===== config.mk =====
export PLATFORM = sky130hd
export DESIGN_NAME = bfsp_ctrl
export DESIGN_NICKNAME = d
export VERILOG_FILES = /design/src/bfsp_pkg.sv /design/src/bfsp_ctrl.sv
export SDC_FILE = /design/constraint.sdc
export NUM_CORES = 1
export LEC_CHECK = 0
export BUFFER_PORTS_ARGS = -buffer_cell sky130_fd_sc_hd__buf_2
export CORE_UTILIZATION = 30
export CTS_CLUSTER_SIZE = 16
export DETAILED_ROUTE_END_ITERATION = 12
export GPL_TIMING_DRIVEN = 1
export PLACE_DENSITY = 0.58
export SYNTH_ARGS = -nofsm -noshare
export SYNTH_HDL_FRONTEND = slang
export SYNTH_SLANG_ARGS = --single-unit
export TNS_END_PERCENT = 30

===== constraint.sdc =====
create_clock -name clk -period 3.51 [get_ports clk]
set_input_delay 0.1755 -clock clk [delete_from_list [all_inputs] [get_ports clk]]
set_output_delay 0.1755 -clock clk [all_outputs]
set_load 0.1 [all_outputs]

===== src/bfsp_pkg.sv =====
// Shared types and codes for the shortest-path engine.
// Used by the controller, the datapath and the top level; depends on nothing.
package bfsp_pkg;

  // Input commands. The fourth code has no meaning and is dropped.
  typedef enum logic [1:0] {
    OP_APPEND = 2'd0,
    OP_SOLVE  = 2'd1,
    OP_CLEAR  = 2'd2
  } op_t;

  // Result status codes.
  localparam logic [2:0] ST_OK      = 3'd0;
  localparam logic [2:0] ST_NOPATH  = 3'd1;
  localparam logic [2:0] ST_NEGCYC  = 3'd2;
  localparam logic [2:0] ST_FULL    = 3'd3;
  localparam logic [2:0] ST_BADNODE = 3'd4;

  // Source of the edge table read address.
  typedef enum logic [1:0] {
    EA_SCAN,
    EA_WALK,
    EA_EMIT
  } ea_sel_t;

  typedef enum logic [4:0] {
    S_IDLE,
    S_DISPATCH,
    S_PASS_START,
    S_CHECK_START,
    S_SCAN_RD,
    S_SCAN_DR,
    S_SCAN_RX,
    S_WALK_START,
    S_WALK_CHK,
    S_WALK_PRED,
    S_WALK_EDGE,
    S_EMIT_RD,
    S_EMIT_PB,
    S_EMIT_LD,
    S_EMIT_WAIT
  } state_t;

  typedef struct packed {
    logic       latch_in;
    logic       do_append;
    logic       do_clear;
    logic       init_solve;
    logic       pass_start;
    logic       pass_inc;
    logic       e_clr;
    logic       e_inc;
    logic       edge_re;
    ea_sel_t    edge_sel;
    logic       dist_re;
    logic       relax_commit;
    logic       walk_init;
    logic       pred_re;
    logic       walk_step;
    logic       walk_cur;
    logic       emit_init;
    logic       pbuf_re;
    logic       emit_inc;
    logic       out_load;
    logic       out_path;
    logic       out_idx_load;
    logic [2:0] out_status;
  } ctrl_cmd_t;

  typedef struct packed {
    op_t  op;
    logic bad_node;
    logic n_one;
    logic table_full;
    logic no_edges;
    logic edge_last;
    logic relax_hit;
    logic upd_any;
    logic more_passes;
    logic dst_pv;
    logic walk_end;
    logic walk_over;
    logic cnt_zero;
    logic emit_last;
    logic out_busy;
  } dp_stat_t;

endpackage


===== src/bfsp_ctrl.sv =====
// Controller state machine of the shortest-path engine.
// Sequences loads, relaxation passes, path walk and emission; uses bfsp_pkg.
module bfsp_ctrl (
  input  logic                clk,
  input  logic                rst_n,
  input  logic                in_valid,
  output logic                in_ready,
  input  bfsp_pkg::dp_stat_t  stat,
  output bfsp_pkg::ctrl_cmd_t cmd
);
  bfsp_pkg::state_t state_r, state_nxt;
  logic check_r, check_nxt;

  always_ff @(posedge clk) begin
    if (!rst_n) begin
      state_r <= bfsp_pkg::S_IDLE;
      check_r <= 1'b0;
    end else begin
      state_r <= state_nxt;
      check_r <= check_nxt;
    end
  end

  always_comb begin
    state_nxt = state_r;
    check_nxt = check_r;
    cmd       = '0;
    cmd.edge_sel = bfsp_pkg::EA_SCAN;
    in_ready  = 1'b0;
    unique case (state_r)
      bfsp_pkg::S_IDLE: begin
        in_ready = !stat.out_busy;
        if (in_valid && !stat.out_busy) begin
          cmd.latch_in = 1'b1;
          state_nxt = bfsp_pkg::S_DISPATCH;
        end
      end
      bfsp_pkg::S_DISPATCH: begin
        state_nxt = bfsp_pkg::S_IDLE;
        check_nxt = 1'b0;
        case (stat.op)
          bfsp_pkg::OP_APPEND: begin
            cmd.out_load = 1'b1;
            if (stat.table_full) begin
              cmd.out_status = bfsp_pkg::ST_FULL;
            end else begin
              cmd.do_append    = 1'b1;
              cmd.out_idx_load = 1'b1;
              cmd.out_status   = bfsp_pkg::ST_OK;
            end
          end
          bfsp_pkg::OP_CLEAR: begin
            cmd.do_clear   = 1'b1;
            cmd.out_load   = 1'b1;
            cmd.out_status = bfsp_pkg::ST_OK;
          end
          bfsp_pkg::OP_SOLVE: begin
            if (stat.bad_node) begin
              cmd.out_load   = 1'b1;
              cmd.out_status = bfsp_pkg::ST_BADNODE;
            end else begin
              cmd.init_solve = 1'b1;
              state_nxt = stat.n_one ? bfsp_pkg::S_CHECK_START
                                     : bfsp_pkg::S_PASS_START;
            end
          end
          default: ;
        endcase
      end
      bfsp_pkg::S_PASS_START: begin
        cmd.pass_start = 1'b1;
        cmd.e_clr      = 1'b1;
        state_nxt = stat.no_edges ? bfsp_pkg::S_CHECK_START : bfsp_pkg::S_SCAN_RD;
      end
      bfsp_pkg::S_CHECK_START: begin
        check_nxt = 1'b1;
        cmd.e_clr = 1'b1;
        state_nxt = stat.no_edges ? bfsp_pkg::S_WALK_START : bfsp_pkg::S_SCAN_RD;
      end
      bfsp_pkg::S_SCAN_RD: begin
        cmd.edge_re = 1'b1;
        state_nxt = bfsp_pkg::S_SCAN_DR;
      end
      bfsp_pkg::S_SCAN_DR: begin
        cmd.dist_re = 1'b1;
        state_nxt = bfsp_pkg::S_SCAN_RX;
      end
      bfsp_pkg::S_SCAN_RX: begin
        cmd.e_inc = 1'b1;
        if (check_r) begin
          if (stat.relax_hit) begin
            cmd.out_load   = 1'b1;
            cmd.out_status = bfsp_pkg::ST_NEGCYC;
            state_nxt = bfsp_pkg::S_IDLE;
          end else if (stat.edge_last) begin
            state_nxt = bfsp_pkg::S_WALK_START;
          end else begin
            state_nxt = bfsp_pkg::S_SCAN_RD;
          end
        end else begin
          cmd.relax_commit = 1'b1;
          if (!stat.edge_last) begin
            state_nxt = bfsp_pkg::S_SCAN_RD;
          end else if (stat.upd_any && stat.more_passes) begin
            cmd.pass_inc = 1'b1;
            state_nxt = bfsp_pkg::S_PASS_START;
          end else begin
            state_nxt = bfsp_pkg::S_CHECK_START;
          end
        end
      end
      bfsp_pkg::S_WALK_START: begin
        if (!stat.dst_pv) begin
          cmd.out_load   = 1'b1;
          cmd.out_status = bfsp_pkg::ST_NOPATH;
          state_nxt = bfsp_pkg::S_IDLE;
        end else begin
          cmd.walk_init = 1'b1;
          state_nxt = bfsp_pkg::S_WALK_CHK;
        end
      end
      bfsp_pkg::S_WALK_CHK: begin
        if (stat.walk_end) begin
          if (stat.cnt_zero) begin
            cmd.out_load   = 1'b1;
            cmd.out_status = bfsp_pkg::ST_NOPATH;
            state_nxt = bfsp_pkg::S_IDLE;
          end else begin
            cmd.emit_init = 1'b1;
            state_nxt = bfsp_pkg::S_EMIT_RD;
          end
        end else if (stat.walk_over) begin
          cmd.out_load   = 1'b1;
          cmd.out_status = bfsp_pkg::ST_NEGCYC;
          state_nxt = bfsp_pkg::S_IDLE;
        end else begin
          cmd.pred_re = 1'b1;
          state_nxt = bfsp_pkg::S_WALK_PRED;
        end
      end
      bfsp_pkg::S_WALK_PRED: begin
        cmd.walk_step = 1'b1;
        cmd.edge_re   = 1'b1;
        cmd.edge_sel  = bfsp_pkg::EA_WALK;
        state_nxt = bfsp_pkg::S_WALK_EDGE;
      end
      bfsp_pkg::S_WALK_EDGE: begin
        cmd.walk_cur = 1'b1;
        state_nxt = bfsp_pkg::S_WALK_CHK;
      end
      bfsp_pkg::S_EMIT_RD: begin
        cmd.pbuf_re = 1'b1;
        state_nxt = bfsp_pkg::S_EMIT_PB;
      end
      bfsp_pkg::S_EMIT_PB: begin
        cmd.edge_re  = 1'b1;
        cmd.edge_sel = bfsp_pkg::EA_EMIT;
        state_nxt = bfsp_pkg::S_EMIT_LD;
      end
      bfsp_pkg::S_EMIT_LD: begin
        cmd.out_load   = 1'b1;
        cmd.out_path   = 1'b1;
        cmd.out_status = bfsp_pkg::ST_OK;
        state_nxt = bfsp_pkg::S_EMIT_WAIT;
      end
      bfsp_pkg::S_EMIT_WAIT: begin
        if (!stat.out_busy) begin
          if (stat.emit_last) begin
            state_nxt = bfsp_pkg::S_IDLE;
          end else begin
            cmd.emit_inc = 1'b1;
            state_nxt = bfsp_pkg::S_EMIT_RD;
          end
        end
      end
      default: state_nxt = bfsp_pkg::S_IDLE;
    endcase
  end
endmodule


# Word-level counts from Yosys, hierarchy flattened
# Index checks and enable logic that the tools add are counted.
# totals
elab_cells,105
input_bits,19
reg_bits,6
output_inout_bits,27
# op_classes
mux,75
n_reduce_logical,10
eq_ne,18
# ops
op,count
5-bit one-hot mux with 15 select lines,1
1-bit two-way mux,46
5-bit by 4-bit equality test with 1-bit output (second input constant),7
5-bit two-way mux,6
5-bit by 3-bit equality test with 1-bit output (second input constant),4
4-bit two-way mux,4
3-bit two-way mux,5
2-bit two-way mux,7
3-bit one-hot mux with 4 select lines,1
5-bit by 2-bit equality test with 1-bit output (second input constant),2
3-bit one-hot mux with 2 select lines,1
5-bit by 1-bit equality test with 1-bit output (second input constant),1
5-bit zero test,1
1-bit one-hot mux with 5 select lines,1
2-bit != test (second input constant),2
1-bit one-hot mux with 2 select lines,2
2-bit one-hot mux with 2 select lines,1
2-bit OR reduction,2
3-bit OR reduction,1
2-bit by 1-bit equality test with 1-bit output (second input constant),1
2-bit equality test (second input constant),1
1-bit logical AND,2
2-bit zero test,1
2-bit AND reduction,1
other kinds (2),2

# Depth between registers and ports, before layout
# Gate-level depths: netlist (run 1).
# logic_depth
word_depth,5
ltp_mapped,6
mapped_depth_nobuf,4

# Worst setup path before layout (run 1)
# Ideal clock, no wire load.
# synth_timing
path_type,reg2out
start,reg state_r[1]
end,out cmd[24] (netlist bit)
path_buffers,2
t_required_ps,3334
slack_ps,-1156
stages_incl_launch_ff,5
arrival_ps,4490
cell_sequence,dfxtp_1 > buf_6 > or4b_4 > nor4_1 > buf_4
# synth_lines
element,line,text
from (decl),bfsp_ctrl.sv:11,"bfsp_pkg::state_t state_r, state_nxt;"
from (signal assigned),bfsp_ctrl.sv:16,state_r <= bfsp_pkg::S_IDLE;
from (signal assigned),bfsp_ctrl.sv:19,state_r <= state_nxt;
to (decl),bfsp_ctrl.sv:9,output bfsp_pkg::ctrl_cmd_t cmd

==> results of run 1 <==
==> routing by layer <==
metal / part of all wire (%) / track usage, % / vias to the layer above
li1: - / - / 474
met3: 5.1 / 4.94 / 0
met5: 0 / 0 / -
met4: 0 / 1.43 / 0
met2: 47 / 29.3 / 34
met1: 48 / 25.6 / 405
==> layout make-up <==
cell class	count	area, um2	area share, %
multi-input cells	91	547	57.7
repair buffers	45	225	23.7
flip-flops and latches	5	100	10.6
well taps	28	35.0	3.69
clock buffers	4	26.3	2.77
inverters	4	15.0	1.58
==> where the power goes <==
group | total (mW) | leakage, nW | switching [mW] | internal, mW
clock network | 0.0661 | 0.0150 | 0.0231 | 0.0430
registers | 0.0620 | 0.0405 | 0.00405 | 0.0580
logic | 0.0732 | 0.402 | 0.0512 | 0.0221
==> critical path: stages (launching register included) <==
cell	delay, ns
dfxtp_1	0.63
or4b_4	0.58
nor4b_4	0.31
buf_2	0.49
==> worst paths after layout <==
kind               from          to  slack (ns)  depth (start not counted)
min            stat[12]  state_r[0]        0.20                          3
max reg2reg  state_r[0]  state_r[1]        1.67                          4
min reg2reg     check_r     check_r        0.59                          2
max          state_r[0]     cmd[22]        1.08                          3
==> metrics by stage <==
| step | worst slack, ns | util [%] | hold slack (ns) | instances |
|---|---|---|---|---|
| 2_1_floorplan | -0.385 | - | 0.318 | 107 |
| 3_3_place_gp | 1.38 | 42.1 | 0.432 | 173 |
| 3_5_place_dp | 1.35 | 42.1 | 0.448 | 173 |
| 4_1_cts | 1.08 | 43.3 | 0.194 | 177 |
| 5_1_grt | 0.935 | 43.3 | 0.201 | 177 |
| 6_report | 1.08 | 43.3 | 0.200 | 177 |
==> logic make-up after synthesis <==
group                  count (synthesis)
and+or+nand+nor                       64
AOI/OAI and AO/OA                     24
buffers and inverters                 11
DFF                                    5
muxes                                  3
==> cell usage in the layout (no fill, tap or decap), types with 2 or more instances in the layout <==
master    instances
a21oi_1           3
a31oi_1           4
buf_2            45
clkbuf_4          3
dfxtp_1           5
inv_1             4
mux2i_1           2
nand2_1          13
nand2b_1          7
nand3_1           3
nand3b_1          3
nor2_1           16
nor2b_1           3
nor3_1            8
nor3b_1           3
o21ai_0           6
or3_1             2
==> sequential cells by signal, indices dropped and copies added (netlist names) <==
name	flops
state_r	4
check_r	1
==> impl_metrics.toml, run 1 <==
[logic_synthesis]
synthArstFlopShare_pct = 0
synthFlopType = "dfxtp_1"
yosys.area_share.simple_pct = 49.9
synth.area.top_cells = "dfxtp_1, nor2_1, nand2_1, nand2b_1, nor3_1"
syn_area_per_cell_um2 = 6.49
yosysSeqAreaShare_pct = 14.4
synth_top_family_by_area = "simple AND/OR/NAND/NOR gates"
netlist_area_um2 = 694
synth_compound_area_share_pct = 23.4
synthXorXnorAreaFrac_pct = 0
synth_top_area_share_pct = 14.4
syn_nets = 126
ys_seq_elements = 5
synthAdderAreaFrac_pct = 0
synthCells = 107
synth_cell_types = 36
synth-edff-count = 0
synth.most_common_cell = "nor2_1"
synth_mux_area_share_pct = 4.50
yosys.area.top_type = "dfxtp_1"
synth_commonest_cells = "nor2_1, nand2_1, nor3_1, nand2b_1, o21ai_0"
yosys_warnings = 0

[floorplan]
io_pins = 46
fp.dieW_um = 50.1
dieArea_mm2 = 0.00251
initial_core_util_pct = 31.7
coreArea_mm2 = 0.00219
die_y_um = 50.1
rows = 17

[routing]
routed_wl_um = 2200
dr.pass1.iters = 8
drc_errors = 0
drt_iter0_markers = 29
drtAntennaViolNets = 0
routedWlPerCell_um = 12.4
viasPerCell = 5.16
num_vias = 913

[timing]
finalSetupTns_ns = 0
min_period_ns = 2.43
setup_viol = 0
relSlewSlack_pct = 62.3
fin_crit_sh_pct = 69.1
finalHoldViolCount = 0
rsz0062_at_grt = "false"
drv_slew = 0
max_freq_ghz = 0.412
fin_skew_ns = 0.00484
tightest_slew_ns = 0.565

[worst_setup_path]
arrival_ns = 2.25
crit_path_start_kind = "flip-flop"
crit_required_ns = 3.33
crit_fanout = 17
criticalPathCategory = "reg2out"
cp-end-kind = "primary output"

[placement]
place.detailed.hpwl_um = 1720
place_area_um2 = 922
place_congestion = 0.810
numPortBuffers = 45

[pwr]
peakVddDrop_mv = 0.232
finalPower_uw = 201
p_leak_nw = 0.457
power_density_mw_per_mm2 = 212

[clock_tree]
post_cts_resized = 0
cts_htree_levels = 1
clk_pin_slew_worst_paths_ns = 0.05
hold_buffers = 0
cts_root_buffer = "clkbuf_4"
postCtsSetupRepairBufs = 0
cts_tree = "built"
clockBufferDepth = 2
cts.sinks = 5
worstSkewPairLatency_ns = 0.24
cts_made_buffers = 3

[layout]
drive_gt1_share_pct = 34.9
fill_cells = 244
area_delta_synth_final_pct = 36.6
design_area_um2 = 948
diodes = 0
fin_nets = 169

[grt]
grt_pass1_vias = 800
antenna_found_initial = 0
grt_max_degree = 19
gr-total-overflow = 0
track_usage_pct = 18.5
grt_pass1_wl_um = 3590

[job]
drv_cap = 0

[outcome]
run_status = "finished, final reports clean"

[hold_path]
min_path_type = "in2reg"
(Power assumes the default switching activity.)
==> inputs of run 2 (changes only) <==
clock period = 2.47 ns   (was 3.51 ns; I/O delays follow)
==> impl_metrics.toml, run 2 (synthesis gave the netlist of run 1 again) <==
[clock_tree]
clk_pin_slew_worst_paths_ns = 0.05
clockBufferDepth = 2
post_cts_resized = 0
cts_made_buffers = 3
cts_htree_levels = 1
cts_root_buffer = "clkbuf_4"
hold_buffers = 0
postCtsSetupRepairBufs = 0
worstSkewPairLatency_ns = 0.26
cts.sinks = 5
cts_tree = "built"

[timing]
finalSetupTns_ns = 0
fin_skew_ns = 0.00649
fin_crit_sh_pct = 92.1
relSlewSlack_pct = 67.6
finalHoldViolCount = 0
drv_slew = 0
tightest_slew_ns = 0.490
fin_hold_ws_ns = 0.117
max_freq_ghz = 0.440
min_period_ns = 2.28
rsz0062_at_grt = "false"
setup_viol = 0

[routing]
num_vias = 947
viasPerCell = 5.26
drc_errors = 0
drtAntennaViolNets = 0
drt_iter0_markers = 23
routedWlPerCell_um = 12.2
routed_wl_um = 2200
dr.pass1.iters = 4

[layout]
fin_cells = 180
largest_reg_flops = 4
design_area_mm2 = 0.00100
fin_nets = 172
diodes = 0
most-common-layout-cells = "buf_2, nor2_1, nand2_1"
largest-register = "state_r"
fill_cells = 237
area_delta_synth_final_pct = 44.3
drive_gt1_share_pct = 38.2
reg.largest.list = "state_r (4), check_r (1)"
final_common_cell = "buf_2"

[job]
drv_cap = 0

[pwr]
peakVddDrop_mv = 0.205
p_leak_nw = 0.480
power_density_mw_per_mm2 = 298

[worst_setup_path]
cp-end-kind = "primary output"
arrival_ns = 2.15
rr_worst_depth = 4
critPathCapture = "cmd[1]"
crit_required_ns = 2.35
startpoint = "state_r[2]"
worstReg2RegEnd = "state_r[1]"
reg2reg_from = "state_r[2]"
criticalPathCategory = "reg2out"
reg2reg_slack_ns = 0.74
crit_path_start_kind = "flip-flop"
crit_fanout = 15

[hold_path]
hp-start = "rst_n"
min_path_type = "in2reg"

[grt]
track_usage_pct = 17.9
grt_util_met2_pct = 28.9
grt_use_met3_pct = 3.09
grt_pass1_wl_um = 3420
grt_pass1_vias = 764
grt_util_met1_pct = 22.6
gr-total-overflow = 0
antenna_found_initial = 0
grt_max_degree = 16
top_usage_layer = "met2"

[placement]
place_congestion = 0.803
numPortBuffers = 45
placed_cells = 176
place_area_um2 = 976
place.detailed.hpwl_um = 1770

[floorplan]
io_pins = 46
rows = 17
initial_core_util_pct = 31.7
dieArea_mm2 = 0.00251
coreArea_mm2 = 0.00219
fp.dieW_um = 50.1
die_y_um = 50.1

[outcome]
run_status = "finished, final reports clean"
[run 2: how the worst min path moves through the flow]
stage,end,slack [ns],depth (start not counted)
floorplan,state_r[0],0.27,2
global placement,check_r,0.38,3
detailed placement,check_r,0.38,3
CTS,check_r,0.12,3
global route,check_r,0.13,3
finish,check_r,0.12,3
[run 2: metrics by stage]
stage	utilization, %	setup slack (ns)	total power, mW
5_1_grt	45.7	0.0732	0.314
4_1_cts	45.7	0.179	0.301
3_3_place_gp	44.5	0.478	0.199
2_1_floorplan	-	-0.709	0.164
3_5_place_dp	44.5	0.457	0.200
6_report	45.7	0.195	0.298
[run 2: layout make-up]
class                   instances  area (um2)  share of cell area [%]
repair buffers                 48         248                    24.7
clock buffers                   4        26.3                    2.62
multi-input cells              91         578                    57.7
flip-flops and latches          5         100                    9.99
inverters                       4        15.0                    1.50
well taps                      28        35.0                    3.50
[run 2: per-layer routing]
layer,share of wire (%),vias up,wire length (um)
met4,1.7,0,38
met2,47,47,1040
met3,6.5,4,144
met1,45,417,980
met5,0,-,0
li1,-,479,-
[run 2: report_power, final]
group          switching [mW]  internal, mW
clock                  0.0384        0.0614
combinational          0.0811        0.0337
sequential            0.00124        0.0824
total                   0.121         0.177
[run 2: critical path: stages, from the launching register on]
cell and delay (ns):
dfxtp_1 0.43, or4b_4 0.65, nor3_1 0.22, a221o_1 0.18, buf_2 0.41
==> inputs of run 3 (changes only) <==
CORE_UTILIZATION = 41   (was 30)
PLACE_DENSITY = 0.76   (was 0.58)
==> impl_metrics.toml, run 3 (synthesis gave the netlist of run 1 again) <==
[placement]
place_congestion = 0.919
place.detailed.hpwl_um = 1710
numPortBuffers = 45
place_area_um2 = 961

[floorplan]
rows = 14
die_y_um = 43.2
coreArea_mm2 = 0.00154
dieArea_mm2 = 0.00186
initial_core_util_pct = 45.0
io_pins = 46
fp.dieW_um = 43.2

[routing]
num_vias = 962
drc_errors = 0
drtAntennaViolNets = 0
viasPerCell = 5.73
routedWlPerCell_um = 12.9
routed_wl_um = 2180
drt_iter0_markers = 21
dr.pass1.iters = 4

[layout]
fin_nets = 172
largest_reg_flops = 4
final_common_cell = "buf_2"
largest-register = "state_r"
fill_cells = 155
diodes = 0
area_delta_synth_final_pct = 42.2
most-common-layout-cells = "buf_2, nor2_1, nand2_1"
design_area_um2 = 987
reg.largest.list = "state_r (4), check_r (1)"
drive_gt1_share_pct = 38.2

[worst_setup_path]
cp-end-kind = "primary output"
arrival_ns = 2.16
crit_path_start_kind = "flip-flop"
crit_fanout = 15
crit_required_ns = 2.35
criticalPathCategory = "reg2out"

[timing]
fin_skew_ns = 0.00274
tightest_slew_ns = 0.491
min_period_ns = 2.29
drv_slew = 0
fin_hold_ws_ns = 0.119
max_freq_ghz = 0.437
finalHoldViolCount = 0
fin_crit_sh_pct = 92.6
rsz0062_at_grt = "false"
finalSetupTns_ns = 0
setup_viol = 0
relSlewSlack_pct = 67.5

[grt]
grt_pass1_vias = 794
grt_max_degree = 17
antenna_found_initial = 0
gr-total-overflow = 0
grt_pass1_wl_um = 3530
track_usage_pct = 25.1

[outcome]
run_status = "finished, final reports clean"

[clock_tree]
cts.sinks = 5
hold_buffers = 0
clk_pin_slew_worst_paths_ns = 0.04
clockBufferDepth = 2
postCtsSetupRepairBufs = 0
post_cts_resized = 0
cts_made_buffers = 3
cts_htree_levels = 1
worstSkewPairLatency_ns = 0.26
cts_tree = "built"
cts_root_buffer = "clkbuf_4"

[hold_path]
min_path_type = "in2reg"

[pwr]
power_density_mw_per_mm2 = 304
peakVddDrop_mv = 0.261
p_leak_nw = 0.480

[job]
drv_cap = 0
run 3: per-stage QoR:
stage,power [mW],std cells,setup slack (ns),util [%]
finish,0.301,168,0.183,64.0
global route,0.315,168,0.0606,64.0
detailed placement,0.200,164,0.462,62.3
CTS,0.304,168,0.184,64.0
global placement,0.198,164,0.496,62.3
floorplan,0.164,107,-0.709,-
run 3: cell type report:
cell class | count | area (um2) | area share (%)
clock buffer | 4 | 26.3 | 2.66
inverter | 4 | 15.0 | 1.52
multi-input combinational | 91 | 578 | 58.6
sequential | 5 | 100 | 10.1
tap | 16 | 20.0 | 2.03
timing repair buffer | 48 | 248 | 25.1
run 3: worst max-delay path, stage by stage, from the launching register on:
cell     delay [ns]
dfxtp_1        0.44
or4b_4         0.66
nor3_1         0.21
a221o_1        0.18
buf_2          0.41
run 3: power breakdown:
group / switching, mW / total (mW) / internal, mW / leakage (nW)
clock: 0.0396 / 0.101 / 0.0615 / 0.0150
combinational: 0.0823 / 0.116 / 0.0337 / 0.424
sequential: 0.00115 / 0.0835 / 0.0824 / 0.0405
run 3: routing by layer:
metal,part of all wire [%],GRT usage (%),vias up
li1,-,-,479
met1,42,33.2,435
met2,49,39.7,43
met3,6.9,6.38,5
met4,1.3,7.27,0
met5,0,0,-
run 3: worst paths after layout:
check                           startpoint    endpoint  slack (ns)  depth (start not counted)
worst max-delay path            state_r[2]      cmd[1]        0.18                          4
worst min-delay path                 rst_n     check_r        0.12                          3
worst max register to register  state_r[2]  state_r[0]        0.75                          4
worst min register to register     check_r     check_r        0.56                          2
